--- src/rtl/core/fcs_pkg.sv ---
// fcs_pkg: types, geometry constants and codes shared by the command splitter
// used by fcs_front, fcs_queue, fcs_back and flash_command_splitter_unit
package fcs_pkg;

   localparam int unsigned SUBSECTOR_BYTES = 4096;
   localparam int unsigned BLOCK_BYTES     = 65536;
   localparam int unsigned PAGE_BYTES      = 256;
   localparam int unsigned MAX_COMMANDS    = 64;

   localparam int unsigned ADDR_W   = 32;
   localparam int unsigned LEN_W    = 19;
   localparam int unsigned CHUNK_W  = 17;
   localparam int unsigned CMD_W    = 2;
   localparam int unsigned STATUS_W = 2;
   localparam int unsigned CSR_IDX_W = 2;

   localparam int unsigned SUB_BITS   = $clog2(SUBSECTOR_BYTES);
   localparam int unsigned BLOCK_BITS = $clog2(BLOCK_BYTES);
   localparam int unsigned PAGE_BITS  = $clog2(PAGE_BYTES);

   localparam longint unsigned MAX_ERASE_LEN = longint'(MAX_COMMANDS) * SUBSECTOR_BYTES;
   localparam longint unsigned MAX_WRITE_LEN = longint'(MAX_COMMANDS - 1) * PAGE_BYTES;

   localparam logic MODE_ERASE = 1'b0;
   localparam logic MODE_WRITE = 1'b1;

   localparam logic [CMD_W-1:0] CMD_NONE   = 2'd0;
   localparam logic [CMD_W-1:0] CMD_BLOCK  = 2'd1;
   localparam logic [CMD_W-1:0] CMD_SECTOR = 2'd2;
   localparam logic [CMD_W-1:0] CMD_PAGE   = 2'd3;

   localparam logic [STATUS_W-1:0] ST_OK         = 2'd0;
   localparam logic [STATUS_W-1:0] ST_OUTSIDE    = 2'd1;
   localparam logic [STATUS_W-1:0] ST_MISALIGNED = 2'd2;
   localparam logic [STATUS_W-1:0] ST_TOO_LONG   = 2'd3;

   localparam logic [CSR_IDX_W-1:0] CSR_WINDOW_BASE = 2'd0;
   localparam logic [CSR_IDX_W-1:0] CSR_WINDOW_SIZE = 2'd1;

   localparam logic [ADDR_W-1:0] WINDOW_BASE_RESET = 32'd0;
   localparam logic [ADDR_W-1:0] WINDOW_SIZE_RESET = 32'd16777216;

   localparam int unsigned QUEUE_DEPTH = 2;
   localparam int unsigned QPTR_W      = $clog2(QUEUE_DEPTH);

   // classified request handed from front to back
   typedef struct packed {
      logic                single;
      logic [STATUS_W-1:0] status;
      logic                mode;
      logic [ADDR_W-1:0]   offset;
      logic [ADDR_W-1:0]   source;
      logic [LEN_W-1:0]    length;
   } job_type;

endpackage

--- src/rtl/core/fcs_front.sv ---
// fcs_front: window registers and request classification
// depends on fcs_pkg; feeds fcs_queue
module fcs_front (
   input  logic                       clock,
   input  logic                       reset,
   input  logic                       csr_valid,
   output logic                       csr_ready,
   input  logic [fcs_pkg::CSR_IDX_W-1:0] csr_index,
   input  logic [fcs_pkg::ADDR_W-1:0] csr_data,
   input  logic                       req_mode,
   input  logic [fcs_pkg::ADDR_W-1:0] req_address,
   input  logic [fcs_pkg::LEN_W-1:0]  req_byte_length,
   input  logic [fcs_pkg::ADDR_W-1:0] req_source_address,
   output fcs_pkg::job_type           job
);
   import fcs_pkg::*;

   logic [ADDR_W-1:0] window_base_ff, window_base_in;
   logic [ADDR_W-1:0] window_size_ff, window_size_in;
   logic [ADDR_W:0]   win_end;
   logic [ADDR_W-1:0] taddr;
   logic              outside, misaligned, too_long;

   assign csr_ready = 1'b1;

   always_comb begin
      window_base_in = window_base_ff;
      window_size_in = window_size_ff;
      if (csr_valid) begin
         case (csr_index)
            CSR_WINDOW_BASE: window_base_in = csr_data;
            CSR_WINDOW_SIZE: window_size_in = csr_data;
            default: ;
         endcase
      end
   end

   always_ff @(posedge clock) begin
      if (reset) begin
         window_base_ff <= WINDOW_BASE_RESET;
         window_size_ff <= WINDOW_SIZE_RESET;
      end else begin
         window_base_ff <= window_base_in;
         window_size_ff <= window_size_in;
      end
   end

   always_comb begin
      win_end    = {1'b0, window_base_ff} + {1'b0, window_size_ff};
      outside    = (req_address < window_base_ff) || ({1'b0, req_address} > win_end);
      taddr      = req_address - window_base_ff;
      misaligned = (taddr[SUB_BITS-1:0] != '0) || (req_byte_length[SUB_BITS-1:0] != '0);
      if (req_mode == MODE_ERASE) begin
         too_long = {1'b0, req_byte_length} > (LEN_W+1)'(MAX_ERASE_LEN);
      end else begin
         too_long = {1'b0, req_byte_length} > (LEN_W+1)'(MAX_WRITE_LEN);
      end

      job.mode   = req_mode;
      job.offset = taddr;
      job.source = (req_mode == MODE_WRITE) ? req_source_address : '0;
      job.length = req_byte_length;
      job.single = 1'b1;
      if (outside) begin
         job.status = ST_OUTSIDE;
      end else if (req_mode == MODE_ERASE && misaligned) begin
         job.status = ST_MISALIGNED;
      end else if (too_long) begin
         job.status = ST_TOO_LONG;
      end else begin
         job.status = ST_OK;
         job.single = (req_byte_length == '0);
      end
   end

endmodule

--- src/rtl/core/fcs_queue.sv ---
// fcs_queue: short queue of classified requests between front and back
// depends on fcs_pkg
module fcs_queue (
   input  logic             clock,
   input  logic             reset,
   input  logic             push,
   input  fcs_pkg::job_type push_job,
   output logic             full,
   input  logic             pop,
   output logic             empty,
   output fcs_pkg::job_type head_job
);
   import fcs_pkg::*;

   job_type           slot_ff [QUEUE_DEPTH];
   logic [QPTR_W-1:0] wr_ptr_ff, wr_ptr_in;
   logic [QPTR_W-1:0] rd_ptr_ff, rd_ptr_in;
   logic [QPTR_W:0]   count_ff, count_in;
   logic              do_push, do_pop;

   assign full     = (count_ff == (QPTR_W+1)'(QUEUE_DEPTH));
   assign empty    = (count_ff == '0);
   assign head_job = slot_ff[rd_ptr_ff];
   assign do_push  = push && !full;
   assign do_pop   = pop && !empty;

   always_comb begin
      wr_ptr_in = wr_ptr_ff;
      rd_ptr_in = rd_ptr_ff;
      count_in  = count_ff;
      if (do_push) begin
         wr_ptr_in = (wr_ptr_ff == QPTR_W'(QUEUE_DEPTH - 1)) ? '0 : wr_ptr_ff + 1'b1;
      end
      if (do_pop) begin
         rd_ptr_in = (rd_ptr_ff == QPTR_W'(QUEUE_DEPTH - 1)) ? '0 : rd_ptr_ff + 1'b1;
      end
      case ({do_push, do_pop})
         2'b10:   count_in = count_ff + 1'b1;
         2'b01:   count_in = count_ff - 1'b1;
         default: count_in = count_ff;
      endcase
   end

   always_ff @(posedge clock) begin
      if (reset) begin
         wr_ptr_ff <= '0;
         rd_ptr_ff <= '0;
         count_ff  <= '0;
      end else begin
         wr_ptr_ff <= wr_ptr_in;
         rd_ptr_ff <= rd_ptr_in;
         count_ff  <= count_in;
      end
   end

   always_ff @(posedge clock) begin
      if (do_push) begin
         slot_ff[wr_ptr_ff] <= push_job;
      end
   end

endmodule

--- src/rtl/core/fcs_back.sv ---
// fcs_back: splits a queued request, one command per unstalled cycle
// depends on fcs_pkg; drains fcs_queue into the result register
module fcs_back (
   input  logic                         clock,
   input  logic                         reset,
   input  logic                         q_empty,
   input  fcs_pkg::job_type             q_job,
   output logic                         q_pop,
   output logic                         rsp_empty,
   input  logic                         rsp_pop,
   output logic [fcs_pkg::CMD_W-1:0]    rsp_command,
   output logic [fcs_pkg::ADDR_W-1:0]   rsp_flash_offset,
   output logic [fcs_pkg::ADDR_W-1:0]   rsp_data_address,
   output logic [fcs_pkg::CHUNK_W-1:0]  rsp_chunk_bytes,
   output logic [fcs_pkg::STATUS_W-1:0] rsp_status,
   output logic                         rsp_last
);
   import fcs_pkg::*;

   logic                busy_ff, busy_in;
   logic                mode_ff, mode_in;
   logic                first_ff, first_in;
   logic [LEN_W-1:0]    left_ff, left_in;
   logic [ADDR_W-1:0]   offset_ff, offset_in;
   logic [ADDR_W-1:0]   source_ff, source_in;

   logic                out_valid_ff, out_valid_in;
   logic [CMD_W-1:0]    cmd_ff, cmd_in;
   logic [ADDR_W-1:0]   off_out_ff, off_out_in;
   logic [ADDR_W-1:0]   data_out_ff, data_out_in;
   logic [CHUNK_W-1:0]  chunk_ff, chunk_in;
   logic [STATUS_W-1:0] status_ff, status_in;
   logic                last_ff, last_in;

   logic                out_free, emit;
   logic [LEN_W-1:0]    span, fill;
   logic [PAGE_BITS-1:0] start;
   logic [CMD_W-1:0]    step_cmd;

   assign out_free = !out_valid_ff || rsp_pop;

   // size of the next command
   always_comb begin
      start = first_ff ? offset_ff[PAGE_BITS-1:0] : '0;
      if (mode_ff == MODE_ERASE) begin
         if (offset_ff[BLOCK_BITS-1:0] == '0 && left_ff >= LEN_W'(BLOCK_BYTES)) begin
            step_cmd = CMD_BLOCK;
            span     = LEN_W'(BLOCK_BYTES);
         end else begin
            step_cmd = CMD_SECTOR;
            span     = LEN_W'(SUBSECTOR_BYTES);
         end
      end else begin
         step_cmd = CMD_PAGE;
         span     = LEN_W'(PAGE_BYTES) - LEN_W'(start);
      end
      fill = (span > left_ff) ? left_ff : span;
   end

   always_comb begin
      busy_in      = busy_ff;
      mode_in      = mode_ff;
      first_in     = first_ff;
      left_in      = left_ff;
      offset_in    = offset_ff;
      source_in    = source_ff;
      out_valid_in = out_valid_ff && !rsp_pop;
      cmd_in       = cmd_ff;
      off_out_in   = off_out_ff;
      data_out_in  = data_out_ff;
      chunk_in     = chunk_ff;
      status_in    = status_ff;
      last_in      = last_ff;
      q_pop        = 1'b0;
      emit         = 1'b0;
      if (busy_ff) begin
         if (out_free) begin
            emit         = 1'b1;
            out_valid_in = 1'b1;
            cmd_in       = step_cmd;
            off_out_in   = offset_ff;
            data_out_in  = source_ff;
            chunk_in     = fill[CHUNK_W-1:0];
            status_in    = ST_OK;
            last_in      = (left_ff == fill);
            offset_in    = offset_ff + ADDR_W'(fill);
            source_in    = (mode_ff == MODE_WRITE) ? source_ff + ADDR_W'(fill) : '0;
            left_in      = left_ff - fill;
            first_in     = 1'b0;
            busy_in      = (left_ff != fill);
         end
      end else if (!q_empty && out_free) begin
         q_pop = 1'b1;
         if (q_job.single) begin
            emit         = 1'b1;
            out_valid_in = 1'b1;
            cmd_in       = CMD_NONE;
            off_out_in   = '0;
            data_out_in  = '0;
            chunk_in     = '0;
            status_in    = q_job.status;
            last_in      = 1'b1;
         end else begin
            busy_in   = 1'b1;
            mode_in   = q_job.mode;
            first_in  = 1'b1;
            left_in   = q_job.length;
            offset_in = q_job.offset;
            source_in = q_job.source;
         end
      end
   end

   always_ff @(posedge clock) begin
      if (reset) begin
         busy_ff      <= 1'b0;
         mode_ff      <= MODE_ERASE;
         first_ff     <= 1'b0;
         left_ff      <= '0;
         offset_ff    <= '0;
         source_ff    <= '0;
         out_valid_ff <= 1'b0;
      end else begin
         busy_ff      <= busy_in;
         mode_ff      <= mode_in;
         first_ff     <= first_in;
         left_ff      <= left_in;
         offset_ff    <= offset_in;
         source_ff    <= source_in;
         out_valid_ff <= out_valid_in;
      end
   end

   always_ff @(posedge clock) begin
      cmd_ff      <= cmd_in;
      off_out_ff  <= off_out_in;
      data_out_ff <= data_out_in;
      chunk_ff    <= chunk_in;
      status_ff   <= status_in;
      last_ff     <= last_in;
   end

   assign rsp_empty        = !out_valid_ff;
   assign rsp_command      = cmd_ff;
   assign rsp_flash_offset = off_out_ff;
   assign rsp_data_address = data_out_ff;
   assign rsp_chunk_bytes  = chunk_ff;
   assign rsp_status       = status_ff;
   assign rsp_last         = last_ff;

   a_last_ends_split: assert property (@(posedge clock) disable iff (reset)
      (busy_ff && emit && last_in) |=> !busy_ff)
      else $error("split still busy after its final command");

   a_error_is_single: assert property (@(posedge clock) disable iff (reset)
      (emit && status_in != ST_OK) |-> (cmd_in == CMD_NONE && last_in))
      else $error("error result carries a command or is not final");

   a_command_has_bytes: assert property (@(posedge clock) disable iff (reset)
      (emit && cmd_in != CMD_NONE) |-> (chunk_in != '0))
      else $error("command with zero bytes");

   a_no_pop_while_busy: assert property (@(posedge clock) disable iff (reset)
      q_pop |-> (!busy_ff && !q_empty))
      else $error("queue popped while a split is running");

endmodule

--- src/rtl/core/flash_command_splitter_unit.sv ---
// flash_command_splitter_unit: top level of the flash erase/program command splitter
// depends on fcs_pkg, fcs_front, fcs_queue and fcs_back
//
//   channel   ports                                   direction
//   req       req_push/req_full + request fields      in
//   rsp       rsp_empty/rsp_pop + command fields      out
//   csr       csr_valid/csr_ready, csr_index/data     in
//
// a request is classified combinationally and registered into the queue; the back
// end then loads a split and emits its commands in turn, or emits a single
// result for an error or zero-length request
// the back end's one command per cycle, unless stalled, sets the sustained rate
// reset clears the queue, the splitter and the result register; window
// registers return to base 0, size 16 MiB
// a held result stalls the back end, and a full queue raises req_full
module flash_command_splitter_unit (
   input  logic                         clock,
   input  logic                         reset,
   input  logic                         csr_valid,
   output logic                         csr_ready,
   input  logic [fcs_pkg::CSR_IDX_W-1:0] csr_index,
   input  logic [fcs_pkg::ADDR_W-1:0]   csr_data,
   input  logic                         req_push,
   output logic                         req_full,
   input  logic                         req_mode,
   input  logic [fcs_pkg::ADDR_W-1:0]   req_address,
   input  logic [fcs_pkg::LEN_W-1:0]    req_byte_length,
   input  logic [fcs_pkg::ADDR_W-1:0]   req_source_address,
   output logic                         rsp_empty,
   input  logic                         rsp_pop,
   output logic [fcs_pkg::CMD_W-1:0]    rsp_command,
   output logic [fcs_pkg::ADDR_W-1:0]   rsp_flash_offset,
   output logic [fcs_pkg::ADDR_W-1:0]   rsp_data_address,
   output logic [fcs_pkg::CHUNK_W-1:0]  rsp_chunk_bytes,
   output logic [fcs_pkg::STATUS_W-1:0] rsp_status,
   output logic                         rsp_last
);
   import fcs_pkg::*;

   job_type front_job, head_job;
   logic    q_empty, q_pop;

   fcs_front u_front (
      .clock              (clock),
      .reset              (reset),
      .csr_valid          (csr_valid),
      .csr_ready          (csr_ready),
      .csr_index          (csr_index),
      .csr_data           (csr_data),
      .req_mode           (req_mode),
      .req_address        (req_address),
      .req_byte_length    (req_byte_length),
      .req_source_address (req_source_address),
      .job                (front_job)
   );

   fcs_queue u_queue (
      .clock    (clock),
      .reset    (reset),
      .push     (req_push),
      .push_job (front_job),
      .full     (req_full),
      .pop      (q_pop),
      .empty    (q_empty),
      .head_job (head_job)
   );

   fcs_back u_back (
      .clock            (clock),
      .reset            (reset),
      .q_empty          (q_empty),
      .q_job            (head_job),
      .q_pop            (q_pop),
      .rsp_empty        (rsp_empty),
      .rsp_pop          (rsp_pop),
      .rsp_command      (rsp_command),
      .rsp_flash_offset (rsp_flash_offset),
      .rsp_data_address (rsp_data_address),
      .rsp_chunk_bytes  (rsp_chunk_bytes),
      .rsp_status       (rsp_status),
      .rsp_last         (rsp_last)
   );

endmodule
--- config.mk ---
export PLATFORM = sky130hd
export DESIGN_NAME = flash_command_splitter_unit
export DESIGN_NICKNAME = d
export VERILOG_FILES = /design/src/rtl/core/fcs_pkg.sv /design/src/rtl/core/fcs_front.sv /design/src/rtl/core/fcs_queue.sv /design/src/rtl/core/fcs_back.sv /design/src/rtl/core/flash_command_splitter_unit.sv
export SDC_FILE = /design/constraint.sdc
export NUM_CORES = 1
export LEC_CHECK = 0
export BUFFER_PORTS_ARGS = -buffer_cell sky130_fd_sc_hd__buf_2
export CELL_PAD_IN_SITES_DETAIL_PLACEMENT = 0
export CELL_PAD_IN_SITES_GLOBAL_PLACEMENT = 2
export CORE_MARGIN = 1
export CORE_UTILIZATION = 39
export DETAILED_ROUTE_END_ITERATION = 8
export GPL_TIMING_DRIVEN = 0
export PLACE_DENSITY = 0.9
export SYNTH_ARGS = -nofsm -noshare
export SYNTH_HDL_FRONTEND = slang
export SYNTH_SLANG_ARGS = --single-unit
--- constraint.sdc ---
create_clock -name clock -period 6.7 [get_ports clock]
set_clock_uncertainty 0.2 [all_clocks]
set_input_delay 0.335 -clock clock [delete_from_list [all_inputs] [get_ports clock]]
set_output_delay 0.335 -clock clock [all_outputs]
set_load 0.01 [all_outputs]
**After elaboration in Yosys (flattened, before gate mapping)**

Memory sizes are Yosys's and may differ from the RTL's. A register that Yosys moved wholly into a read port is not among the register bits.
Index checks and enable logic that the tools add are counted.

- Flip-flop bits (word level): 241
- Input bits: 123
- ROM bits: 0
- Memories: 1
- Logic and storage cells: 143
- Output and inout port bits: 89
- RAM bits: 174
- Latch bits: 0

Memories:

| memory | words | bits a word | read ports | clocked after Yosys merged registers in | write ports | line | RTL |
|---|---|---|---|---|---|---|---|
| u_queue.slot_ff | 2 | 87 | 1 | 1 | 1 | fcs_queue.sv:15 | `job_type slot_ff [QUEUE_DEPTH];` |

- $lt $le $gt $ge: 6
- Reduce and logical (&&, ||, !) cells: 27
- Equality and inequality tests: 8
- Muxes and demuxes: 70
- $mul: 0
- Shift operators: 0
- Add/sub/neg operators: 10
- Divide/modulo/power cells: 0
- Bitwise operators: 3

Operator list:

| operator | count |
|---|---|
| $mux W32 | 16 |
| $mux W19 | 6 |
| $mux W17 | 5 |
| $add A32 B19 Y32 | 2 |
| $add A32 B32 Y33 | 1 |
| $gt A32 B33 Y1 | 1 |
| $lt A32 B32 Y1 | 1 |
| $sub A32 B32 Y32 | 1 |
| $mux W1 | 28 |
| $mux W2 | 13 |
| $reduce_bool A12 Y1 | 2 |
| $eq A19 B19 Y1 | 1 |
| $ge A19 B17 Y1 const B | 1 |
| $gt A19 B14 Y1 const B | 1 |
| $gt A19 B19 Y1 | 1 |
| $gt A19 B19 Y1 const B | 1 |
| $logic_not A19 Y1 | 1 |
| $ne A19 B19 Y1 | 1 |
| $sub A19 B19 Y19 | 1 |
| $logic_not A16 Y1 | 1 |
| $sub A9 B8 Y10 const A | 1 |
| $reduce_and A3 Y1 | 3 |
| $mux W8 | 1 |
| $logic_and A1 B1 Y1 | 6 |
| 14 further kinds | 28 |

**Longest topological paths before layout**

Gate-level depths: netlist (run 1).

- Depth after elaboration: 10
- Mapped depth: 27
- Depth with buffers taken out: 25

**Cells and area by module**

A second synthesis (run 1) with hierarchy kept.

- Cells, all modules: 2,414
- Area, all modules: 24,091.9 um2

By module, submodules not included:

| module | area an instance (um2) | cells each | sequential area each (um2) | instances |
|---|---|---|---|---|
| fcs_back | 10,829.1 | 1,196 | 4,324.1 | 1 |
| fcs_front | 6,765.2 | 921 | 1,281.2 | 1 |
| fcs_queue | 6,497.5 | 297 | 5,325.1 | 1 |

**Worst setup path after synthesis (run 1)**

OpenSTA, ideal clock, no wires.

- Kind: register to register
- From: register u_back.first_ff
- To: register u_back.source_ff[28]
- Buffers on the path: 2
- Data required time: 6.425 ns
- Library setup time: 0.075 ns
- Clock period less this slack: 5.605 ns
- Slack: 1.095 ns
- Arrival: 5.330 ns
- Stages on the path, launching flop included: 27
- Cells stage by stage: dfxtp_1 -> clkbuf_1 -> nand2_1 -> ha_1 -> and2_1 -> nand4b_1 -> o21ai_0 -> o21ai_0 -> inv_1 -> ha_1 -> nand4_1 -> a21oi_1 -> o31ai_1 -> a21oi_2 -> buf_2 -> o21ai_0 -> ha_1 -> inv_1 -> fa_1 -> nand3b_1 -> a2111oi_2 -> o21ai_1 -> o211ai_2 -> a31oi_1 -> nand2b_4 -> o32a_1 -> o22ai_1

- Word-level cells in the longest chain between the ends: 9

RTL lines:

| what | line | RTL |
|---|---|---|
| from (decl) | fcs_back.sv:22 | `logic first_ff, first_in;` |
| from (signal assigned) | fcs_back.sv:126 | `first_ff <= first_in;` |
| $mux W8 * | fcs_back.sv:44 | `start = first_ff ? offset_ff[PAGE_BITS-1:0] : '0;` |
| $sub A9 B8 Y10 * | fcs_back.sv:55 | `span = LEN_W'(PAGE_BYTES) - LEN_W'(start);` |
| $mux W19 * | fcs_back.sv:45 | `if (mode_ff == MODE_ERASE) begin` |
| $gt A19 B19 Y1 | fcs_back.sv:57 | `fill = (span > left_ff) ? left_ff : span;` |
| $mux W19 * | fcs_back.sv:57 |  |
| via u_back.fill[0] | fcs_back.sv:36 | `logic [LEN_W-1:0] span, fill;` |
| $add A32 B19 Y32 * | fcs_back.sv:87 | `source_in = (mode_ff == MODE_WRITE) ? source_ff + ADDR_W'(fill) : '0;` |
| $mux W32 * | fcs_back.sv:87 |  |
| $mux W32 * | fcs_back.sv:77 | `if (out_free) begin` |
| $mux W32 * | fcs_back.sv:76 | `if (busy_ff) begin` |
| to (signal assigned) | fcs_back.sv:129 | `source_ff <= source_in;` |
| to (decl) | fcs_back.sv:25 | `logic [ADDR_W-1:0] source_ff, source_in;` |

Mark *: on every way through the listed nets, which the timed path passes. The rest lies on a longest branch. The select of a mux whose other input is x is not followed.
A chain may end at the register's enable or synchronous reset.

**Worst setup path after layout (run 1)**

- From: register u_back.offset_ff[1]
- To: register u_back.source_ff[28]

- Word-level cells in the longest chain between the ends: 10
- Elaborated cells on any way between the ends: 12
- Classes of those cells: 2 x add/sub; 1 x order compare; 7 x mux; 2 x reduce/logical

RTL lines:

| what | line | RTL |
|---|---|---|
| from (decl) | fcs_back.sv:24 | `logic [ADDR_W-1:0] offset_ff, offset_in;` |
| from (signal assigned) | fcs_back.sv:128 | `offset_ff <= offset_in;` |
| parallel branches: the longest is 3 deep, another holds $sub A9 B8 Y10 | -- |  |
| $mux W19 * | fcs_back.sv:45 |  |
| $gt A19 B19 Y1 * | fcs_back.sv:57 |  |
| $mux W19 * | fcs_back.sv:57 |  |
| via u_back.fill[0] | fcs_back.sv:36 |  |
| $add A32 B19 Y32 * | fcs_back.sv:87 |  |
| $mux W32 * | fcs_back.sv:87 |  |
| $mux W32 * | fcs_back.sv:77 |  |
| $mux W32 * | fcs_back.sv:76 |  |

Mark *: on every way through the listed nets, which the timed path passes. The select of a mux whose other input is x is not followed.

==> summary.txt, run 1 <==
Area after DPL -> 25900 sq um
Tot GR Track Use -> 25.0%
CP peak stage delay -> 0.51 ns
TritonCTS Buffers -> 45
DP Wirelength -> 60.7 mm
Post-synth ARST share -> 0%
WL final -> 78.2 mm
Cells after synthesis -> 2409
Prevailing post-synth register cell -> edfxtp_1
Most used cell along the critical path -> ha_1
Cell type with the largest total area after synthesis -> edfxtp_1
Post-synth top area share -> 33.0%
RSZ-0062 raised after global routing -> false
Final nets -> 3050
Flop-to-flop setup slack -> 0.39 ns
Worst Setup Path Type -> reg -> reg
Final period utilization -> 94.1%
Initial antenna violation count -> 7
Total number of vias -> 19.8k
Startpoint Class -> flip-flop
Number of remaining DRC errors -> 0
Fillers -> 5696
Hold slack -> 0.0321 ns
Register bit count reported by yosys -> 416
Post-synth EDFFs -> 260
Die area -> 61700 sq um
Area of the multi-input gates -> 12100 sq um
Bufs on Longest Clock Path -> 3
Rows -> 89
Final Hold Violating Endpoints -> 0
CP bufs+invs -> 3
Share of cells above drive strength 1 -> 13.0%
Clk slew on worst S/H paths -> 0.06 ns
WL/cell -> 21.9 microns
Final Instance Count excl. Fillers -> 3572
Largest cells by area after synthesis -> edfxtp_1 33%, dfxtp_1 13%, ha_1 8.5%
Clock sink count -> 416
Run status -> finished, final reports clean
WP data required -> 7.00 ns
Drt first pass iters -> 6
Number of vias per cell -> 5.55
Max Cap Viol -> 0
Post-Layout Inst Area -> 28400 sq um
Fin crit period -> 6.31 ns
CP max-delay cell -> a2111oi_2
Measured slew at the worst slew-check pin -> 1.32 ns
Total gr overflow -> 0
Post-synthesis instance area -> 23700 sq um
Maximum fanout along the worst path -> 10
Post-route ant nets -> 0
Initial Util -> 39.8%
Max-slew violation count -> 0
Syn-to-layout area delta -> 19.8%
CTS tree -> yes
Seq/Total Area, Yosys -> 46.2%
Hold Path Class -> in -> reg
Clock Latency Late Sink -> 0.58 ns
Maximum VDD drop -> 334 uV
CP arrival -> 6.60 ns
Chip height -> 248 microns
Achievable Freq -> 159 MHz
RD Place Congestion -> 0.957
Chip width -> 248 microns
CTS root buffer -> clkbuf_16
Crit end category -> flip-flop
Reg area -> 10900 sq um
H-tree levels -> 2
First-pass GRT wire length -> 118 mm
Ys Warns -> 0
P_leak -> 11.0 nW
Core Area -> 59500 sq um
DR iter-0 viols -> 1488
Synth unique cells -> 97
Placed cell count -> 3400
Post-layout util -> 47.7%
Port Buffers -> 209
Vias in the first global route -> 19.5k
Slew headroom -> 11.9%
Final setup violation count -> 0
Synthesized area per cell -> 9.83 sq um
Crit path max-delay family -> compound AO/OA/AOI/OAI gates
Pwr per Cell Area -> 419 nW/um^2
Io pins -> 212
Pin count of the biggest net entering global routing -> 67
==> stage by stage <==
step                      power [mW]  setup slack, ns  setup TNS, ns
after floorplan                 7.32             1.09              0
after global placement          8.99           -0.766         -58.11
after detailed placement        9.05           -0.799         -10.75
after CTS                       11.8            0.100              0
after global routing            12.5           0.0354              0
final                           11.9            0.395              0
==> per-layer routing <==
layer	global-route usage [%]	part of all wire, %	vias to the layer above
li1	-	-	9600
met1	31.8	43	9494
met2	43.6	48	616
met3	3.30	5.4	119
met4	8.31	3.3	8
met5	0	0.060	-
==> state kept, by name, indices dropped and copies added (netlist names), named ones only <==
register	count
u_back.rsp_status	2
u_queue.rd_ptr_ff	1
u_back.rsp_chunk_bytes	17
u_back.rsp_data_address	32
u_back.left_ff	19
u_back.offset_ff	32
u_back.first_ff	1
u_queue.wr_ptr_ff	1
u_back.out_valid_ff	1
u_back.mode_ff	1
u_queue.slot_ff	174
u_back.busy_ff	1
u_queue.count_ff	2
u_back.rsp_last	1
u_back.rsp_command	2
u_front.window_base_ff	32
u_back.source_ff	32
u_back.rsp_flash_offset	32
u_front.window_size_ff	32
==> cells by family after synthesis <==
| kind of cell | count (synthesis) | share of synthesized area, % |
|---|---|---|
| mux | 87 | 3.70 |
| compound gates | 645 | 17.9 |
| other cells | 2 | 0.0317 |
| buf+inv | 211 | 3.40 |
| simple gates | 792 | 16.5 |
| xor+xnor | 90 | 3.33 |
| flops | 416 | 46.2 |
| fa+ha+maj | 166 | 8.93 |
==> synthesized netlist by cell type, types with 31 or more instances <==
library cell,count
a21oi_1,223
clkbuf_1,85
a211oi_1,45
nand3_1,38
mux2i_1,83
and3_1,31
a21o_1,48
o21ai_0,101
dfxtp_1,156
inv_1,103
nand2_1,246
xnor2_1,45
nor3_1,57
ha_1,161
edfxtp_1,260
xor2_1,45
and2_1,106
nor2_1,170
==> repair_timing <==
item | in CTS | in global routing
setup endpoints to repair | 33 | 29
pin swaps | 1 | 3
hold buffers | 86 | 0
resized for setup | 11 | 14
endpoints found under the hold margin | 167 | 0
setup buffers | 1 | 1
==> final timing paths <==
check	startpoint	to	cells past startpoint
setup / recovery	u_back.offset_ff[1]$_SDFFE_PP0P_	u_back.source_ff[28]$_SDFFE_PP0P_	25
hold / removal	req_push	u_queue.wr_ptr_ff$_SDFFE_PP0P_	4
setup reg to reg	u_back.offset_ff[1]$_SDFFE_PP0P_	u_back.source_ff[28]$_SDFFE_PP0P_	25
hold reg to reg	u_front.window_size_ff[3]$_SDFFE_PP0P_	u_front.window_size_ff[3]$_SDFFE_PP0P_	2
==> tightest hold or removal path: stages <==
cell	delay (ns)
buf_2	0.11
nand2_1	0.16
xor2_1	0.10
nor2_1	0.08
==> report_power, final <==
group          internal, mW  total [mW]  switching [mW]
clock                  1.55        2.59            1.04
sequential             3.49        3.90           0.404
combinational          2.02        5.39            3.37
==> layout make-up <==
cell class                      instances  area share (%)
Antenna cell                            5          0.0441
Clock buffer                           50            4.07
Clock inverter                         30            1.30
Inverter                              103            1.36
Timing Repair Buffer                  303            7.27
Multi-Input combinational cell       1785            42.5
Buffer                                107            1.49
Sequential cell                       416            38.5
Tap cell                              773            3.41
==> cells in the final DEF (no fill, tap or decap), drive strengths merged, types with 11 or more instances in the layout <==
master,Yosys,routed
nor2,171,171
o21bai,11,11
and2,107,107
o21a,20,20
nand2b,19,19
a21oi,224,224
nand2,246,246
a211oi,47,47
a2111oi,13,13
buf,23,239
inv,103,106
nor4,16,16
or3,16,16
nand3,39,39
dlygate4sd3,0,86
o221ai,12,12
xnor2,45,45
edfxtp,260,260
xor2,45,45
o211ai,23,23
nor2b,23,23
nand4,21,21
dfxtp,156,156
and3,31,31
mux2i,83,83
nor3,61,61
clkinv,0,14
clkbuf,85,135
o21ai,111,111
a31oi,29,29
a21o,48,48
ha,161,161
No activity file was read; power rests on OpenSTA's default activity.
==> run 2: changes to the inputs <==
ABC_AREA = 1   (was not set)
CORE_UTILIZATION = 36   (was 39)
PLACE_DENSITY = 0.89   (was 0.9)
==> summary.txt, run 2 <==
Number of vias per cell -> 5.11 (was 5.55)
Slew headroom -> 5.73% (was 11.9%)
Number of remaining DRC errors -> 0 (unchanged)
DP Wirelength -> 66.4 mm (was 60.7 mm)
Count leader, synth -> nand2_1 (was edfxtp_1)
Synth unique cells -> 63 (was 97)
Pin count of the biggest net entering global routing -> 63 (was 67)
Ys Warns -> 0 (unchanged)
Measured slew at the worst slew-check pin -> 1.41 ns (was 1.32 ns)
Maximum VDD drop -> 206 uV (was 334 uV)
Fin crit period -> 6.15 ns (was 6.31 ns)
Area of the multi-input gates -> 11100 sq um (was 12100 sq um)
Post-CTS setup buffer count -> 0 (was 1)
Vias in the first global route -> 20.8k (was 19.5k)
Rows -> 93 (was 89)
Final setup violation count -> 0 (unchanged)
Final Instance Count excl. Fillers -> 4167 (was 3572)
Post-synthesis instance area -> 23800 sq um (was 23700 sq um)
Pwr per Cell Area -> 363 nW/um^2 (was 419 nW/um^2)
FF-to-FF Start -> u_back.offset_ff[5]$_SDFFE_PP0P_ (was u_back.offset_ff[1]$_SDFFE_PP0P_)
Syn-to-layout area delta -> 20.5% (was 19.8%)
CTS root buffer -> clkbuf_16 (unchanged)
Seq/Total Area, Yosys -> 45.9% (was 46.2%)
Prevailing post-synth register cell -> edfxtp_1 (unchanged)
Max Cap Viol -> 0 (unchanged)
Drt first pass iters -> 8 (was 6)
Maximum fanout along the worst path -> 10 (unchanged)
Worst Setup Path Type -> reg -> reg (unchanged)
CTS tree -> yes (unchanged)
Share of cells above drive strength 1 -> 10.5% (was 13.0%)
Total gr overflow -> 0 (unchanged)
CP arrival -> 6.47 ns (was 6.60 ns)
Crit end category -> flip-flop (unchanged)
First-pass GRT wire length -> 125 mm (was 118 mm)
RSZ-0062 raised after global routing -> false (unchanged)
Bufs on Longest Clock Path -> 3 (unchanged)
WP data required -> 7.02 ns (was 7.00 ns)
Cells after synthesis -> 2911 (was 2409)
Initial antenna violation count -> 4 (was 7)
CP peak stage delay -> 0.52 ns (was 0.51 ns)
Largest cells by area after synthesis -> edfxtp_1 33%, dfxtp_1 13%, ha_1 8.5% (unchanged)
Die area -> 67100 sq um (was 61700 sq um)
Total number of vias -> 21.3k (was 19.8k)
Max-slew violation count -> 0 (unchanged)
Most common cell after layout, fill and taps aside -> nand2_1 (was edfxtp_1)
Io pins -> 212 (unchanged)
WL final -> 84.0 mm (was 78.2 mm)
Final setup TNS -> 0 ns (unchanged)
Tot GR Track Use -> 24.9% (was 25.0%)
Initial Util -> 36.6% (was 39.8%)
Final Hold Violating Endpoints -> 0 (unchanged)
Hold Path Class -> in -> reg (unchanged)
Post-synth EDFFs -> 260 (unchanged)
Register bit count reported by yosys -> 416 (unchanged)
Clock Latency Late Sink -> 0.60 ns (was 0.58 ns)
Post-synth top area share -> 32.8% (was 33.0%)
Top reg by flops -> u_queue.slot_ff (unchanged)
Clk slew on worst S/H paths -> 0.06 ns (about the same)
P_leak -> 12.7 nW (was 11.0 nW)
Final nets -> 3556 (was 3050)
Placed cell count -> 3985 (was 3400)
Max FFs per register -> 174 (unchanged)
Reg area -> 10900 sq um (about the same)
CP Launch Point -> u_back.offset_ff[5]$_SDFFE_PP0P_ (was u_back.offset_ff[1]$_SDFFE_PP0P_)
CP max-delay cell -> or4_1 (was a2111oi_2)
Achievable Freq -> 163 MHz (was 159 MHz)
Port Buffers -> 209 (unchanged)
Post-route ant nets -> 0 (unchanged)
Post-synth ARST share -> 0% (unchanged)
WL/cell -> 20.2 microns (was 21.9 microns)
TritonCTS Buffers -> 48 (was 45)
Run status -> finished, final reports clean (unchanged)
Power consumption -> 10.4 mW (was 11.9 mW)
Chip height -> 259 microns (was 248 microns)
Clock sink count -> 416 (unchanged)
Cell type with the largest total area after synthesis -> edfxtp_1 (unchanged)
Chip width -> 259 microns (was 248 microns)
Fillers -> 6489 (was 5696)
Most frequent cells in the layout -> 468 x nand2_1, 414 x nor2_1, 352 x inv_1 (was 260 x edfxtp_1, 246 x nand2_1, 223 x a21oi_1)
Core Area -> 64900 sq um (was 59500 sq um)
Startpoint Class -> flip-flop (unchanged)
H-tree levels -> 2 (unchanged)
Final period utilization -> 91.8% (was 94.1%)
Synth top cells by count -> 469 x nand2_1, 416 x nor2_1, 353 x inv_1 (was 260 x edfxtp_1, 246 x nand2_1, 223 x a21oi_1)
Most used cell along the critical path -> nand2_1 (was ha_1)
DR iter-0 viols -> 1356 (was 1488)
Synthesized area per cell -> 8.17 sq um (was 9.83 sq um)
RD Place Congestion -> 0.941 (was 0.957)
Min-delay src -> csr_index[1] (was req_push)
## run 2: cell families (layout without fill, tap and decap cells)
group                      count (synthesis)  in the layout  share of synthesized area, %
other                                      2             12                        0.0316
AOI/OAI and AO/OA                        704            704                          16.3
DFF                                      416            416                          45.9
buffers and inverters                    464            855                          7.42
and+or+nand+nor                         1085           1085                          18.7
muxes                                      1              1                        0.0421
xor gates and xnor gates                  73             73                          2.69
adders and majority gates                166            166                          8.89
## run 2: worst max-delay path, delay by kind of cell (launching register included)
family / cells / cell delay [ns]
compound gates: 5 / 1.24
fa+ha+maj: 3 / 0.90
simple gates: 18 / 2.81
buf+inv: 4 / 0.50
flops: 1 / 0.39
## run 2: final timing paths
kind	end	slack, ns	cells after the start
setup / recovery	u_back.source_ff[26]$_SDFFE_PP0P_	0.55	30
hold / removal	u_front.window_size_ff[1]$_SDFFE_PP0P_	0.03	4
setup reg to reg	u_back.source_ff[26]$_SDFFE_PP0P_	0.55	30
hold reg to reg	u_front.window_size_ff[24]$_SDFFE_PP1P_	0.28	2
## run 2: per-stage QoR
stage / setup slack (ns) / hold WS, ns / instance area (sq um) / utilization (%)
floorplan: 1.76 / 0.234 / 23800 / -
global placement: -0.515 / 0.256 / 25900 / 39.9
detailed placement: 0.283 / 0.259 / 26100 / 40.2
CTS: 0.239 / 0.00182 / 28700 / 44.1
global route: 0.0771 / 0.0586 / 28700 / 44.1
finish: 0.546 / 0.0277 / 28700 / 44.2
## run 2: layout make-up
type	count	area share [%]
multi-input cells	2034	38.8
plain buffers	107	1.48
diodes	7	0.0611
repair buffers	303	7.22
well taps	855	3.73
clock inverters	33	1.53
flip-flops and latches	416	38.1
inverters	357	4.67
clock buffers	55	4.35
## run 2: what timing repair did
| action | in CTS | in global routing |
|---|---|---|
| endpoints found under the hold margin | 169 | 0 |
| endpoints found under the setup margin | 0 | 10 |
| hold buffers | 87 | 0 |
| gates resized for setup | 0 | 3 |
## run 2: layer usage
layer | up-vias | global-route usage (%) | wire length [microns]
li1 | 10600 | - | -
met1 | 9920 | 30.9 | 35100
met2 | 604 | 43.5 | 40800
met3 | 144 | 3.08 | 4510
met4 | 0 | 9.94 | 3570
met5 | - | 0 | 0
## run 2: where the power goes
part	switching, mW	internal (mW)	leakage [nW]
registers	0.260	3.36	3.75
clock network	1.12	1.70	0.823
logic	2.77	1.21	8.17
total	4.15	6.27	12.7
